`config.mk`:
```
export PLATFORM = sky130hd
export DESIGN_NAME = twisted_gfsr_64bit_random_generator
export DESIGN_NICKNAME = d
export VERILOG_FILES = /design/src/design/mt64_pkg.sv /design/src/design/mt64_mac.sv /design/src/design/twisted_gfsr_64bit_random_generator.sv
export SDC_FILE = /design/constraint.sdc
export NUM_CORES = 2
export LEC_CHECK = 0
export BUFFER_PORTS_ARGS = -buffer_cell sky130_fd_sc_hd__buf_4
export CORE_MARGIN = 1.5
export CORE_UTILIZATION = 57
export CTS_CLUSTER_DIAMETER = 100
export CTS_CLUSTER_SIZE = 14
export DETAILED_ROUTE_END_ITERATION = 6
export PLACE_DENSITY = 0.86
export SLEW_MARGIN = 20
export SYNTH_ARGS = -nofsm -noshare
export SYNTH_HDL_FRONTEND = slang
export SYNTH_SLANG_ARGS = --single-unit
```
`constraint.sdc`:
```
create_clock -name clk -period 13.6 [get_ports clk]
set_clock_uncertainty 0.05 [all_clocks]
set_input_delay 0 -clock clk [delete_from_list [all_inputs] [get_ports clk]]
set_output_delay 0 -clock clk [all_outputs]
set_load 0.02 [all_outputs]
```
`src/design/mt64_pkg.sv`:
```
// ----------------------------------------------------------------------------
// mt64_pkg
// constants and shared types for the 64-bit twisted gfsr generator
// ----------------------------------------------------------------------------
package mt64_pkg;

  localparam int unsigned NWORDS     = 9;
  localparam int unsigned KW         = 4;   // width of the seeding chain step counter

  localparam logic [63:0] MAT_A       = 64'h81f1fd68012348bc;
  localparam logic [63:0] TEMPER_MASK = 64'h66edc62a6bf8c826;
  localparam logic [63:0] SEED_MUL    = 64'd6364136223846793005;

  localparam int unsigned SPLIT      = 33;  // lower bits taken from word i+1
  localparam int unsigned SH_CHAIN   = 62;
  localparam int unsigned SH_EXTRA_L = 13;
  localparam int unsigned SH_EXTRA_R = 35;
  localparam int unsigned SH_TEMPER  = 30;

  // control from the sequencer to the multiply-accumulate unit
  typedef struct packed {
    logic en;    // update the accumulator
    logic load;  // acc = a*b + addend, else acc += (a*b) << 32
  } mac_ctl_t;

endpackage

```
`src/design/mt64_mac.sv`:
```
// ----------------------------------------------------------------------------
// mt64_mac
// shared 32x32 multiplier with a 64-bit accumulator for the seeding chain
// ----------------------------------------------------------------------------
module mt64_mac (
  input  logic              clk,
  input  mt64_pkg::mac_ctl_t ctl,
  input  logic [31:0]       a,
  input  logic [31:0]       b,
  input  logic [63:0]       addend,
  output logic [63:0]       acc
);

  logic [63:0] prod;
  logic [63:0] acc_next;

  assign prod = {32'b0, a} * {32'b0, b};

  always_comb begin
    if (ctl.load) begin
      acc_next = prod + addend;
    end else begin
      // only the low half of a cross product lands in the low 64 bits
      acc_next = acc + {prod[31:0], 32'b0};
    end
  end

  always_ff @(posedge clk) begin
    if (ctl.en) begin
      acc <= acc_next;
    end
  end

endmodule

```
`src/design/twisted_gfsr_64bit_random_generator.sv`:
```
// ----------------------------------------------------------------------------
// twisted_gfsr_64bit_random_generator
// 64-bit twisted gfsr generator: nine state words, one extra word, tempering
// ----------------------------------------------------------------------------
//
//   channel   signals                          direction   word
//   input     in_valid in_stall func seed_value in          request
//   output    out_valid out_stall random_word   out         tempered word
//
// for a generate word the twist and tempering are xor and shift logic on
// fixed taps of a rotating ring of the nine state words.
// a seed word runs eight chain words and the extra word, each through the
// single shared 32x32 multiplier (three partial products, then the result
// is taken).
// reset clears the ring, the extra word and all control; no clearing pass.
// the input stalls while seeding and while a finished word waits on a stalled
// output register; a seed word gives no output word.
module twisted_gfsr_64bit_random_generator (
  input  logic        clk,
  input  logic        rst,
  input  logic        in_valid,
  output logic        in_stall,
  input  logic        func,
  input  logic [63:0] seed_value,
  output logic        out_valid,
  input  logic        out_stall,
  output logic [63:0] random_word
);

  localparam logic ST_IDLE = 1'b0;
  localparam logic ST_SEED = 1'b1;

  localparam logic [1:0] PH_LL   = 2'd0;  // v_lo * m_lo + k
  localparam logic [1:0] PH_LH   = 2'd1;  // + (v_lo * m_hi) << 32
  localparam logic [1:0] PH_HL   = 2'd2;  // + (v_hi * m_lo) << 32
  localparam logic [1:0] PH_TAKE = 2'd3;  // chain word ready in acc

  localparam logic [mt64_pkg::KW-1:0] K_LAST = mt64_pkg::KW'(mt64_pkg::NWORDS);

  // ring position p holds state word (index + p) mod 9, so taps are fixed
  logic [63:0] ring [mt64_pkg::NWORDS];
  logic [63:0] extra;
  logic        state;
  logic [1:0]  phase;
  logic [mt64_pkg::KW-1:0] k;

  logic        in_accept;
  logic        out_accept;
  logic        gen_accept;
  logic        seed_accept;
  logic        shift_en;
  logic [63:0] shift_word;

  // twist and temper
  logic [63:0] x;
  logic [63:0] extra_next;
  logic [63:0] w;
  logic [63:0] temper;

  // seeding chain
  logic [63:0]        v;
  logic [31:0]        mac_a;
  logic [31:0]        mac_b;
  logic [63:0]        acc;
  mt64_pkg::mac_ctl_t mac_ctl;

  assign in_stall    = (state == ST_SEED) || (out_valid && out_stall);
  assign in_accept   = in_valid && !in_stall;
  assign out_accept  = out_valid && !out_stall;
  assign gen_accept  = in_accept && func;
  assign seed_accept = in_accept && !func;

  // upper 31 bits of word i with lower 33 bits of word i+1
  assign x = {ring[0][63:mt64_pkg::SPLIT], ring[1][mt64_pkg::SPLIT-1:0]};

  assign extra_next = (x >> 1) ^ (x[0] ? mt64_pkg::MAT_A : 64'd0) ^ ring[5]
                    ^ extra ^ (extra << mt64_pkg::SH_EXTRA_L);
  assign w      = x ^ extra_next ^ (extra_next >> mt64_pkg::SH_EXTRA_R);
  assign temper = w ^ (w << mt64_pkg::SH_TEMPER) ^ (ring[3] & mt64_pkg::TEMPER_MASK);

  // previous chain word always sits at the ring tail
  assign v = ring[mt64_pkg::NWORDS-1] ^ (ring[mt64_pkg::NWORDS-1] >> mt64_pkg::SH_CHAIN);

  always_comb begin
    mac_ctl.en   = (state == ST_SEED) && (phase != PH_TAKE);
    mac_ctl.load = (phase == PH_LL);
    case (phase)
      PH_LL: begin
        mac_a = v[31:0];
        mac_b = mt64_pkg::SEED_MUL[31:0];
      end
      PH_LH: begin
        mac_a = v[31:0];
        mac_b = mt64_pkg::SEED_MUL[63:32];
      end
      PH_HL: begin
        mac_a = v[63:32];
        mac_b = mt64_pkg::SEED_MUL[31:0];
      end
      default: begin
        mac_a = v[31:0];
        mac_b = mt64_pkg::SEED_MUL[31:0];
      end
    endcase
  end

  mt64_mac u_mac (
    .clk    (clk),
    .ctl    (mac_ctl),
    .a      (mac_a),
    .b      (mac_b),
    .addend ({{(64-mt64_pkg::KW){1'b0}}, k}),
    .acc    (acc)
  );

  // ring shift: new word enters at the tail, index advances by one
  always_comb begin
    shift_en   = 1'b0;
    shift_word = w;
    if (gen_accept) begin
      shift_en   = 1'b1;
      shift_word = w;
    end else if (seed_accept) begin
      shift_en   = 1'b1;
      shift_word = seed_value;
    end else if ((state == ST_SEED) && (phase == PH_TAKE) && (k != K_LAST)) begin
      shift_en   = 1'b1;
      shift_word = acc;
    end
  end

  always_ff @(posedge clk) begin
    if (rst) begin
      for (int p = 0; p < mt64_pkg::NWORDS; p++) begin
        ring[p] <= 64'd0;
      end
    end else if (shift_en) begin
      for (int p = 0; p < mt64_pkg::NWORDS - 1; p++) begin
        ring[p] <= ring[p+1];
      end
      ring[mt64_pkg::NWORDS-1] <= shift_word;
    end
  end

  // sequencer
  always_ff @(posedge clk) begin
    if (rst) begin
      state <= ST_IDLE;
      phase <= PH_LL;
      k     <= '0;
      extra <= 64'd0;
    end else begin
      case (state)
        ST_IDLE: begin
          if (gen_accept) begin
            extra <= extra_next;
          end else if (seed_accept) begin
            state <= ST_SEED;
            phase <= PH_LL;
            k     <= mt64_pkg::KW'(1);
          end
        end
        ST_SEED: begin
          phase <= phase + 2'd1;
          if (phase == PH_TAKE) begin
            if (k == K_LAST) begin
              // ninth chain value becomes the extra word
              extra <= acc;
              state <= ST_IDLE;
            end
            k <= k + mt64_pkg::KW'(1);
          end
        end
        default: begin
          state <= ST_IDLE;
        end
      endcase
    end
  end

  // output register
  always_ff @(posedge clk) begin
    if (rst) begin
      out_valid <= 1'b0;
    end else if (gen_accept) begin
      out_valid <= 1'b1;
    end else if (out_accept) begin
      out_valid <= 1'b0;
    end
  end

  always_ff @(posedge clk) begin
    if (gen_accept) begin
      random_word <= temper;
    end
  end

  // checks
  a_seed_blocks_input: assert property (@(posedge clk) disable iff (rst)
    (state == ST_SEED) |-> in_stall)
    else $error("input taken while seeding");

  a_k_range: assert property (@(posedge clk) disable iff (rst)
    (state == ST_SEED) |-> (k != '0) && (k <= K_LAST))
    else $error("seed step counter out of range");

  a_out_from_gen: assert property (@(posedge clk) disable iff (rst)
    $rose(out_valid) |-> $past(gen_accept))
    else $error("output word without a generate request");

  a_no_mac_idle: assert property (@(posedge clk) disable iff (rst)
    (state == ST_IDLE) |-> !mac_ctl.en)
    else $error("multiplier active while idle");

endmodule
```
==> flow_summary.ini <==
[synthesis]
postSynthAreaPerCell_um2 = 10.9
ys_ff_latch = 743
synth.top_cell.area_share = 0.342
synth.area.top_cells = edfxtp_1 (34%), fa_1 (18%), ha_1 (9.7%)
ys_async_sr_fraction = 0
synthCells = 5386
ys_top_cells_by_count = inv_1 (753), edfxtp_1 (671), fa_1 (538)
ys_warn_count = 0
synth_flop_cell = edfxtp_1
synth_enable_flop_cells = 671
synth.most_common_cell = inv_1
synth_area_um2 = 58800
ys_seq_area_frac = 0.367
yosysTopAreaCell = edfxtp_1
synthDistinctLibCells = 103

[placed_design]
dp.final_hpwl_um = 126000
globalplace.congestion = 0.992
port_buffers = 134
placed_area_um2 = 61200

[floorplanning]
die_w_um = 324
io_pins = 135
start_util = 0.577
die_area_um2 = 105000
die_height_um = 324
row_count = 117
core-area_um2 = 102000

[clocking]
cts_max_level = 2
root_buffer = clkbuf_16
cts_setup_buffers = 0
cts.sinks = 743
cts_tree = built
numCtsBuffers = 59
path_clk_slew_ns = 0.08
max-clock-path-buffers = 3
clk_latency_ns = 0.64

[route]
via_per_inst = 5.99
drt_iter0_markers = 4876
vias = 41300
drt_pre_antenna_iters = 6
drt-wirelength-per-cell_um = 24.4
antenna_left = 0
finalWirelength_um = 168000
drc = 0

[grt]
grt_pass1_wl_um = 253000
grt_max_degree = 235
gr-total-overflow = 0
grt_pass1_vias = 41800
antenna_found_initial = 0
grt_use_total = 0.317

[timing]
fin_setup_tns_ns = 0
finalHoldViolCount = 0
min_period_ns = 11.56
worst_pin_slew_ns = 1.16
slew_headroom = 0.220
fmax_mhz = 86.5
timing.final.crit_share = 0.850
setup_violations = 0
rsz0062_at_grt = no
report.final.slew_viol_count = 0

[cells_and_area]
fin_util = 0.623
layout.nets = 6547
fillCellCount = 7695
diodes = 0
design_area_um2 = 63600
drive_above_1_share = 0.0607
area_delta_synth_final_pct = 8.02

[critical_path]
cp-start-kind = register
crit_top_cell = fa_1
critPathMaxStageDelay_ns = 0.64
cp.arrival_ns = 11.90
crit_path_end_kind = register
slowest_stage = nor2_1
criticalPathCategory = reg -> reg
worst_ep_required_time_ns = 13.95
critPathMaxFanout = 18

[run]
drv_cap = 0

[min_path]
hp-class = in -> reg

[run_status]
status = finished, final reports clean
[metal layers]
layer,track usage,part of all wire
met1,0.412,0.37
met2,0.508,0.47
met5,0,0
met3,0.0513,0.094
met4,0.177,0.065
[repair_timing]
action	4_1_cts	5_1_grt
hold buffers	63	0
hold endpoints to repair	97	0
endpoints found under the setup margin	0	0
gates resized for setup	0	0
[metrics by stage]
stage,worst slack (ns),std cells,hold WS (ns)
6_report,2.04,6903,0.0179
5_1_grt,1.68,6903,0.0412
4_1_cts,2.24,6902,0.0130
3_5_place_dp,2.25,6727,0.212
3_3_place_gp,2.11,6727,0.195
2_1_floorplan,3.43,5400,0.0947
[final timing paths]
kind              cells past startpoint           start            end  slack [ns]
setup / recovery                     30        phase[0]  u_mac.acc[58]        2.04
hold / removal                        5  seed_value[37]   ring[0][549]        0.02
setup reg to reg                     30        phase[0]  u_mac.acc[58]        2.04
hold reg to reg                       2       extra[63]      extra[63]        0.42
[flip-flops by register name, indices dropped and copies added, names as in the netlist]
register and flops:
extra 64, k 4, out_valid 1, phase 2, random_word 64, ring 543
state 1, u_mac.acc 64
[layout by cell type (no fill, tap or decap), types with 62 or more instances in the layout]
cell type      Yosys  layout
inv_1            753     753
edfxtp_1         671     671
fa_1             538     538
and2_1           511     510
ha_1             456     452
xnor2_1          359     358
nor2_1           351     347
nand2_1          267     267
a21oi_1          213     213
buf_4              6     163
xor2_1           131     131
o21ai_0          127     127
dfxtp_1           72      71
dlygate4sd3_1      0      63
a21o_1            62      62
[critical path, delay by kind of cell (launching register included)]
family,cells,cell delay [ns]
xor gates and xnor gates,1,0.37
and+or+nand+nor,7,2.60
muxes,1,0.59
AOI/OAI and AO/OA,4,1.10
DFF,1,0.39
buffers and inverters,7,1.09
adders and majority gates,10,5.07
[logic make-up after synthesis]
kind of cell | share of synthesized area
compound gates | 0.0759
flops | 0.367
simple gates | 0.128
fa+ha+maj | 0.280
xor+xnor | 0.0742
buf+inv | 0.0626
mux | 0.0120
other cells | 0.000128
[layout make-up]
cell class | instances | area, um2 | area share
multi-input cells | 3694 | 33700 | 0.531
inverters | 754 | 2830 | 0.0445
well taps | 1368 | 1710 | 0.0269
clock inverters | 3 | 41.3 | 0.000650
clock buffers | 109 | 1690 | 0.0265
flip-flops and latches | 743 | 21600 | 0.340
repair buffers | 232 | 1960 | 0.0309
Power is left out: the tool's default activity adds up to more than one toggle a clock period on the data nets, which glitch-free logic cannot reach.
